[config.mk]
export PLATFORM = sky130hd
export DESIGN_NAME = key_matrix_debouncer_flat
export DESIGN_NICKNAME = d
export VERILOG_FILES = /design/src/hw/rtl/kmd_pkg.sv /design/src/hw/rtl/kmd_ifs.sv /design/src/hw/rtl/kmd_regs.sv /design/src/hw/rtl/kmd_cell.sv /design/src/hw/rtl/key_matrix_debouncer.sv /design/src/flat_wrapper.sv
export SDC_FILE = /design/constraint.sdc
export NUM_CORES = 2
export LEC_CHECK = 0
export ABC_AREA = 1
export BUFFER_PORTS_ARGS = -buffer_cell sky130_fd_sc_hd__clkbuf_2
export CORE_UTILIZATION = 35
export CTS_CLUSTER_DIAMETER = 150
export DETAILED_ROUTE_END_ITERATION = 8
export SLEW_MARGIN = 20
export SYNTH_ARGS = -nofsm -noshare
export SYNTH_HDL_FRONTEND = slang
export SYNTH_SLANG_ARGS = --single-unit
[constraint.sdc]
create_clock -name clk -period 71.7 [get_ports clk]
set_clock_uncertainty 0.05 [all_clocks]
set_input_delay 21.51 -clock clk [delete_from_list [all_inputs] [get_ports clk]]
set_output_delay 21.51 -clock clk [all_outputs]
set_load 0.02 [all_outputs]
[src/hw/rtl/kmd_pkg.sv]
// kmd_pkg: shared types and constants of the key matrix debouncer
// no dependencies; used by the interfaces, the cells, the register block and the top level
package kmd_pkg;

    // sizes
    localparam int KEY_TOTAL   = 16;
    localparam int RAW_WIDTH   = 16;
    localparam int TIME_WIDTH  = 32;
    localparam int DEB_WIDTH   = 16;
    localparam int KEY_WIDTH   = 8;
    localparam int APB_AW      = 3;
    localparam int APB_DW      = 32;

    // item commands
    localparam logic CMD_SCAN  = 1'b0;
    localparam logic CMD_QUERY = 1'b1;

    // register map (word index taken from paddr[2])
    localparam logic REG_DEBOUNCE = 1'b0;
    localparam logic [DEB_WIDTH-1:0] DEBOUNCE_RESET = DEB_WIDTH'(20);

    // key number that a cell answers to; it is decremented once per cell
    localparam logic [KEY_WIDTH-1:0] KEY_HERE = KEY_WIDTH'(1);

    typedef struct packed {
        logic key_valid;
        logic key_down;
        logic pressed_seen;
        logic released_seen;
    } kmd_result_t;

    // item as it travels along the cell chain
    typedef struct packed {
        logic                  command;
        logic [RAW_WIDTH-1:0]  raw_keys;
        logic [TIME_WIDTH-1:0] time_ms;
        logic [KEY_WIDTH-1:0]  key_number;
        logic                  clear_pressed;
        logic                  clear_released;
        kmd_result_t           result;
    } kmd_token_t;

endpackage

[src/hw/rtl/kmd_ifs.sv]
// kmd_scan_if and kmd_result_if: valid/ready channels of the debouncer
// depends on kmd_pkg for field widths

interface kmd_scan_if;
    logic                            valid;
    logic                            ready;
    logic                            command;
    logic [kmd_pkg::RAW_WIDTH-1:0]   raw_keys;
    logic [kmd_pkg::TIME_WIDTH-1:0]  time_ms;
    logic [kmd_pkg::KEY_WIDTH-1:0]   key_number;
    logic                            clear_pressed;
    logic                            clear_released;

    modport source (
        output valid, command, raw_keys, time_ms, key_number, clear_pressed, clear_released,
        input  ready
    );
    modport sink (
        input  valid, command, raw_keys, time_ms, key_number, clear_pressed, clear_released,
        output ready
    );
endinterface

interface kmd_result_if;
    logic valid;
    logic ready;
    logic key_valid;
    logic key_down;
    logic pressed_seen;
    logic released_seen;

    modport source (
        output valid, key_valid, key_down, pressed_seen, released_seen,
        input  ready
    );
    modport sink (
        input  valid, key_valid, key_down, pressed_seen, released_seen,
        output ready
    );
endinterface

[src/hw/rtl/kmd_regs.sv]
// kmd_regs: APB-style configuration register holding the debounce time
// depends on kmd_pkg for the register map and reset value
module kmd_regs (
    input  logic                           clk,
    input  logic                           rst_n,
    input  logic                           psel,
    input  logic                           penable,
    input  logic                           pwrite,
    input  logic [kmd_pkg::APB_AW-1:0]     paddr,
    input  logic [kmd_pkg::APB_DW-1:0]     pwdata,
    output logic [kmd_pkg::APB_DW-1:0]     prdata,
    output logic                           pready,
    output logic [kmd_pkg::DEB_WIDTH-1:0]  hold_time_ms
);

    logic [kmd_pkg::DEB_WIDTH-1:0] debounce_reg;
    logic [kmd_pkg::DEB_WIDTH-1:0] debounce_next;
    logic                          wr_hit;

    // write decode on the access phase
    always_comb
    begin
        wr_hit        = psel && penable && pwrite && (paddr[2] == kmd_pkg::REG_DEBOUNCE);
        debounce_next = wr_hit ? pwdata[kmd_pkg::DEB_WIDTH-1:0] : debounce_reg;
    end

    always_ff @(posedge clk or negedge rst_n)
    begin
        if (!rst_n)
        begin
            debounce_reg <= kmd_pkg::DEBOUNCE_RESET;
        end
        else
        begin
            debounce_reg <= debounce_next;
        end
    end

    // read mux
    always_comb
    begin
        case (paddr[2])
            kmd_pkg::REG_DEBOUNCE: prdata = kmd_pkg::APB_DW'(debounce_reg);
            default:               prdata = '0;
        endcase
    end

    assign pready       = 1'b1;
    assign hold_time_ms = debounce_reg;

endmodule

[src/hw/rtl/kmd_cell.sv]
// kmd_cell: one key's debounce state; applies each passing item and hands it on
// depends on kmd_pkg for the token type and command codes
module kmd_cell (
    input  logic                           clk,
    input  logic                           rst_n,
    input  logic                           advance,
    input  logic [kmd_pkg::DEB_WIDTH-1:0]  hold_time_ms,
    input  logic                           valid_in,
    input  kmd_pkg::kmd_token_t            token_in,
    output logic                           valid_out,
    output kmd_pkg::kmd_token_t            token_out
);

    logic                            raw_level_reg,  raw_level_next;
    logic                            stable_reg,     stable_next;
    logic                            press_reg,      press_next;
    logic                            release_reg,    release_next;
    logic [kmd_pkg::TIME_WIDTH-1:0]  change_time_reg, change_time_next;
    logic                            valid_out_reg;
    kmd_pkg::kmd_token_t             token_out_reg,  token_next;
    logic                            sample;
    logic [kmd_pkg::TIME_WIDTH-1:0]  elapsed;

    // update this key and build the item for the next cell
    always_comb
    begin
        raw_level_next   = raw_level_reg;
        stable_next      = stable_reg;
        press_next       = press_reg;
        release_next     = release_reg;
        change_time_next = change_time_reg;

        sample  = token_in.raw_keys[0];
        elapsed = token_in.time_ms - change_time_reg;

        // next cell sees its own raw bit at position 0 and its key one step closer
        token_next          = token_in;
        token_next.raw_keys = token_in.raw_keys >> 1;
        if (token_in.key_number != '0)
        begin
            token_next.key_number = token_in.key_number - kmd_pkg::KEY_HERE;
        end

        if (valid_in)
        begin
            case (token_in.command)
                kmd_pkg::CMD_SCAN:
                begin
                    if (sample != raw_level_reg)
                    begin
                        // raw change restarts the timer
                        raw_level_next   = sample;
                        change_time_next = token_in.time_ms;
                    end
                    else if ((raw_level_reg != stable_reg) &&
                             (elapsed >= kmd_pkg::TIME_WIDTH'(hold_time_ms)))
                    begin
                        stable_next = raw_level_reg;
                        if (raw_level_reg)
                        begin
                            press_next = 1'b1;
                        end
                        else
                        begin
                            release_next = 1'b1;
                        end
                    end
                end
                kmd_pkg::CMD_QUERY:
                begin
                    if (token_in.key_number == kmd_pkg::KEY_HERE)
                    begin
                        // report before clearing
                        token_next.result.key_valid     = 1'b1;
                        token_next.result.key_down      = stable_reg;
                        token_next.result.pressed_seen  = press_reg;
                        token_next.result.released_seen = release_reg;
                        if (token_in.clear_pressed)
                        begin
                            press_next = 1'b0;
                        end
                        if (token_in.clear_released)
                        begin
                            release_next = 1'b0;
                        end
                    end
                end
                default:
                begin
                    raw_level_next = raw_level_reg;
                end
            endcase
        end
    end

    // key state and chain valid
    always_ff @(posedge clk or negedge rst_n)
    begin
        if (!rst_n)
        begin
            raw_level_reg   <= 1'b0;
            stable_reg      <= 1'b0;
            press_reg       <= 1'b0;
            release_reg     <= 1'b0;
            change_time_reg <= '0;
            valid_out_reg   <= 1'b0;
        end
        else if (advance)
        begin
            raw_level_reg   <= raw_level_next;
            stable_reg      <= stable_next;
            press_reg       <= press_next;
            release_reg     <= release_next;
            change_time_reg <= change_time_next;
            valid_out_reg   <= valid_in;
        end
    end

    // item payload to the neighbor
    always_ff @(posedge clk)
    begin
        if (advance)
        begin
            token_out_reg <= token_next;
        end
    end

    assign valid_out = valid_out_reg;
    assign token_out = token_out_reg;

endmodule

[src/hw/rtl/key_matrix_debouncer.sv]
// key_matrix_debouncer: top level, chain of per-key cells, output register, config port
// depends on kmd_pkg, kmd_ifs (kmd_scan_if, kmd_result_if), kmd_regs and kmd_cell

// Per-key debouncer for a scanned key matrix. Every item walks a chain of
// KEY_TOTAL cells, one cell per key and one cell per cycle while the chain
// advances, so scans and queries are applied to each key in arrival order.
// One item is accepted per clock unless a stalled result holds the chain; a
// query's result passes through the chain and then the output register,
// and scans produce no result. A stalled result holds the whole chain. The
// debounce time is programmed at byte address 0 and must only change while
// no item is in the chain.
module key_matrix_debouncer (
    input  logic                          clk,
    input  logic                          rst_n,
    kmd_scan_if.sink                      scan_item,
    kmd_result_if.source                  key_result,
    input  logic                          psel,
    input  logic                          penable,
    input  logic                          pwrite,
    input  logic [kmd_pkg::APB_AW-1:0]    paddr,
    input  logic [kmd_pkg::APB_DW-1:0]    pwdata,
    output logic [kmd_pkg::APB_DW-1:0]    prdata,
    output logic                          pready
);

    logic [kmd_pkg::DEB_WIDTH-1:0] hold_time_ms;
    logic                          advance;
    logic [kmd_pkg::KEY_TOTAL:0]   chain_valid;
    kmd_pkg::kmd_token_t           chain_token [kmd_pkg::KEY_TOTAL+1];
    logic                          out_valid_reg;
    kmd_pkg::kmd_result_t          out_result_reg;

    // configuration
    kmd_regs u_regs (
        .clk          (clk),
        .rst_n        (rst_n),
        .psel         (psel),
        .penable      (penable),
        .pwrite       (pwrite),
        .paddr        (paddr),
        .pwdata       (pwdata),
        .prdata       (prdata),
        .pready       (pready),
        .hold_time_ms (hold_time_ms)
    );

    // chain moves whenever the output slot is free or being emptied
    assign advance         = !out_valid_reg || key_result.ready;
    assign scan_item.ready = advance;

    // head of the chain
    always_comb
    begin
        chain_valid[0]                = scan_item.valid;
        chain_token[0].command        = scan_item.command;
        chain_token[0].raw_keys       = scan_item.raw_keys;
        chain_token[0].time_ms        = scan_item.time_ms;
        chain_token[0].key_number     = scan_item.key_number;
        chain_token[0].clear_pressed  = scan_item.clear_pressed;
        chain_token[0].clear_released = scan_item.clear_released;
        chain_token[0].result         = '0;
    end

    // one cell per key
    for (genvar k = 0; k < kmd_pkg::KEY_TOTAL; k++)
    begin : g_cell
        kmd_cell u_cell (
            .clk          (clk),
            .rst_n        (rst_n),
            .advance      (advance),
            .hold_time_ms (hold_time_ms),
            .valid_in     (chain_valid[k]),
            .token_in     (chain_token[k]),
            .valid_out    (chain_valid[k+1]),
            .token_out    (chain_token[k+1])
        );
    end

    // output register, queries only
    always_ff @(posedge clk or negedge rst_n)
    begin
        if (!rst_n)
        begin
            out_valid_reg <= 1'b0;
        end
        else if (advance)
        begin
            out_valid_reg <= chain_valid[kmd_pkg::KEY_TOTAL] &&
                (chain_token[kmd_pkg::KEY_TOTAL].command == kmd_pkg::CMD_QUERY);
        end
    end

    always_ff @(posedge clk)
    begin
        if (advance)
        begin
            out_result_reg <= chain_token[kmd_pkg::KEY_TOTAL].result;
        end
    end

    assign key_result.valid         = out_valid_reg;
    assign key_result.key_valid     = out_result_reg.key_valid;
    assign key_result.key_down      = out_result_reg.key_down;
    assign key_result.pressed_seen  = out_result_reg.pressed_seen;
    assign key_result.released_seen = out_result_reg.released_seen;

endmodule
[src/flat_wrapper.sv]
// flat-port wrapper written by rule: the top's interface ports become plain ports
module key_matrix_debouncer_flat 
  (clk, rst_n, psel, penable, pwrite, paddr, pwdata, prdata, pready, scan_item_valid, scan_item_command, scan_item_raw_keys, scan_item_time_ms, scan_item_key_number, scan_item_clear_pressed, scan_item_clear_released, scan_item_ready, key_result_valid, key_result_key_valid, key_result_key_down, key_result_pressed_seen, key_result_released_seen, key_result_ready);
  kmd_scan_if scan_item_i ();
  kmd_result_if key_result_i ();
  input  logic clk;
  input  logic rst_n;
  input  logic psel;
  input  logic penable;
  input  logic pwrite;
  input  logic [kmd_pkg::APB_AW-1:0] paddr;
  input  logic [kmd_pkg::APB_DW-1:0] pwdata;
  output logic [kmd_pkg::APB_DW-1:0] prdata;
  output logic pready;
  input wire logic [$bits(scan_item_i.valid)-1:0] scan_item_valid;
  input wire logic [$bits(scan_item_i.command)-1:0] scan_item_command;
  input wire logic [$bits(scan_item_i.raw_keys)-1:0] scan_item_raw_keys;
  input wire logic [$bits(scan_item_i.time_ms)-1:0] scan_item_time_ms;
  input wire logic [$bits(scan_item_i.key_number)-1:0] scan_item_key_number;
  input wire logic [$bits(scan_item_i.clear_pressed)-1:0] scan_item_clear_pressed;
  input wire logic [$bits(scan_item_i.clear_released)-1:0] scan_item_clear_released;
  output wire logic [$bits(scan_item_i.ready)-1:0] scan_item_ready;
  output wire logic [$bits(key_result_i.valid)-1:0] key_result_valid;
  output wire logic [$bits(key_result_i.key_valid)-1:0] key_result_key_valid;
  output wire logic [$bits(key_result_i.key_down)-1:0] key_result_key_down;
  output wire logic [$bits(key_result_i.pressed_seen)-1:0] key_result_pressed_seen;
  output wire logic [$bits(key_result_i.released_seen)-1:0] key_result_released_seen;
  input wire logic [$bits(key_result_i.ready)-1:0] key_result_ready;
  assign scan_item_i.valid = scan_item_valid;
  assign scan_item_i.command = scan_item_command;
  assign scan_item_i.raw_keys = scan_item_raw_keys;
  assign scan_item_i.time_ms = scan_item_time_ms;
  assign scan_item_i.key_number = scan_item_key_number;
  assign scan_item_i.clear_pressed = scan_item_clear_pressed;
  assign scan_item_i.clear_released = scan_item_clear_released;
  assign scan_item_ready = scan_item_i.ready;
  assign key_result_valid = key_result_i.valid;
  assign key_result_key_valid = key_result_i.key_valid;
  assign key_result_key_down = key_result_i.key_down;
  assign key_result_pressed_seen = key_result_i.pressed_seen;
  assign key_result_released_seen = key_result_i.released_seen;
  assign key_result_i.ready = key_result_ready;
  key_matrix_debouncer u_core (.clk(clk), .rst_n(rst_n), .scan_item(scan_item_i), .key_result(key_result_i), .psel(psel), .penable(penable), .pwrite(pwrite), .paddr(paddr), .pwdata(pwdata), .prdata(prdata), .pready(pready));
endmodule
==> results.txt <==
HP Class -> register to register
crit-path max cell delay -> 360 ps
grt met1 use -> 0.259
number of synthesized flops with an enable pin -> 834
Worst Hold Depth -> 0
Worst EP arrival -> 22,710 ps
Post-synth ARST share -> 0.422
Post-CTS Setup Inserts -> 0
GRT Total Usage -> 0.188
# nets final -> 15,000
hpwl dp -> 209 mm
met3 Track Usage GR -> 0.0226
FP Rows -> 195
Fmax -> 22.6 MHz
Die ar. -> 287,000 µm²
CTS buffer count -> 166
Vias -> 82,200
Mapped Cells -> 13,900
Initial Utilization -> 0.353
max reg flops -> 830
Final Cycle Share -> 0.617
Die Y -> 536 µm
clock sinks -> 1,443
worst-margin pin slew -> 1200 ps
CP Data Required Time -> 50,140 ps
CTS tree -> built
core box area -> 283,000 µm²
max-slew violations -> 0
most frequent cells in the layout -> nand2_1, inv_1, nor2_1, edfxtp_1, ha_1
setup TNS -> 0 ps
drt first pass iters -> 7
Hold Buf Count CTS -> 0
crit start category -> primary input
clk slew on worst S/H paths -> 60 ps
CP Cell Sequence -> clkbuf_2, nor2_4, inv_8, clkbuf_2
GP Congestion -> 0.920
number of library cell types mapped by synthesis -> 48
CTS resizes -> 0
Routed WL -> 269 mm
top cell type by total area after synthesis -> edfxtp_1
met2 Use GR -> 0.309
Finished Cell Area -> 111,000 µm²
wire length of the first global-routing pass -> 426 mm
sequential area share after synthesis -> 0.404
synthesis-stage register bit count -> 1,443
Most Used Layer, Global Route -> met2
Ys Warns -> 0
Final min period -> 44,270 ps
vias in the first global route -> 77,500
Clock Tree Root -> clkbuf_16
cell mode on critical path -> clkbuf_2
wire per inst -> 15.0 µm
DRT iter0 DRCs -> 5,840
most common cell after layout, fill and taps aside -> nand2_1
Port Buffers -> 104
initial antenna violation count -> 13
Vias/cell -> 4.58
share of layout cells above drive strength 1 -> 0.0502
final setup fails -> 0
Worst setup EP type -> output port
area post-placement -> 105,000 µm²
GRT overflow -> 0
P&R area growth vs syn -> 11.1%
Final Hold Fails -> 0
Yosys top cell area share -> 0.251
Setup CP Type -> primary input to output port
CP max stage cell -> inv_8
outcome -> complete, no violations
clock buffer depth -> 3
ys flop type -> edfxtp_1
DRC violations left -> 0
Register-to-Register Path Depth -> 7
Core Util, Final -> 0.392
Syn Area/Cell -> 7.20 µm²
Skew-Pair Late Insertion Delay -> 850 ps
MaxCap Viol Count -> 0
RSZ-0062 raised after global routing -> false
relative slew slack -> 0.202
final hold slack -> 354 ps
Final ANT Viol Nets -> 0
H-tree depth -> 4
Top Ports -> 140
Die X -> 536 µm
largest net degree at the start of global routing -> 184
Mapped Area -> 99,700 µm²
top cells by area, synth -> edfxtp_1, nand2_1, dfrtp_1, inv_1, ha_1
worst-path fanout max -> 117
==> routing by layer <==
layer | part of all wire | up-vias
met5 | 0.000041 | -
met4 | 0.026 | 2
met3 | 0.047 | 329
met2 | 0.45 | 1565
met1 | 0.48 | 36900
li1 | - | 43400
==> worst paths after layout <==
kind	startpoint	to	slack (ps)
worst max-delay path	key_result_ready	scan_item_ready	27430
worst min register to register	u_core.g_cell[1].u_cell.token_out[48]	u_core.g_cell[2].u_cell.token_out[47]	350
min in group asynchronous	rst_n	u_core.g_cell[15].u_cell.change_time_reg[23]	20570
worst max register to register	u_core.key_result.valid	u_core.g_cell[10].u_cell.token_out[50]	66770
max in group asynchronous	rst_n	u_core.g_cell[0].u_cell.press_reg	47750
worst min-delay path	u_core.g_cell[1].u_cell.token_out[48]	u_core.g_cell[2].u_cell.token_out[47]	350
==> cells by family after synthesis <==
group / after synthesis / share of synthesized area
simple gates: 7022 / 0.286
buf+inv: 3053 / 0.116
flops: 1443 / 0.404
compound gates: 1216 / 0.0633
fa+ha+maj: 799 / 0.101
xor+xnor: 281 / 0.0247
mux: 40 / 0.00452
other cells: 2 / 0.0000753
==> per-stage QoR <==
step / setup WS (ps) / instances
after global routing: 27340 / 18000
after floorplan: 5510 / 13900
after CTS: 27440 / 18000
final: 27430 / 18000
after detailed placement: 27440 / 17600
after global placement: 27450 / 17600
==> Yosys cell counts, types with 12 or more instances <==
cell,instances
a211oi_1,18
a21oi_1,628
and2_1,51
buf_2,31
buf_4,17
clkbuf_1,77
dfrtp_1,607
edfxtp_1,834
fa_1,16
ha_1,783
inv_1,2917
mux2_2,40
nand2_1,4695
nand2_2,69
nand3_1,524
nand3b_1,44
nand4_1,161
nor2_1,1210
nor2_2,69
nor3_1,88
nor3_2,13
nor4_1,24
o21a_1,12
o21ai_0,496
o21bai_1,18
or2_2,37
xnor2_1,51
xor2_1,230
==> cell type report <==
| class | instances | area, µm² |
|---|---|---|
| Sequential cell | 1443 | 40300 |
| Clock inverter | 95 | 1320 |
| Clock buffer | 219 | 4540 |
| Fill cell | 29400 | 172000 |
| Tap cell | 3743 | 4680 |
| Antenna cell | 5 | 12.5 |
| Multi-Input combinational cell | 9375 | 48000 |
| Timing Repair Buffer | 155 | 955 |
| Inverter | 2928 | 11000 |
==> worst max-delay path: cells and delay by family <==
family | cells | cell delay (ps)
buffers and inverters | 3 | 790
and+or+nand+nor | 1 | 60
Power is not shown: default switching activity piles up to over one toggle a cycle in this logic, so the estimate is an artifact.
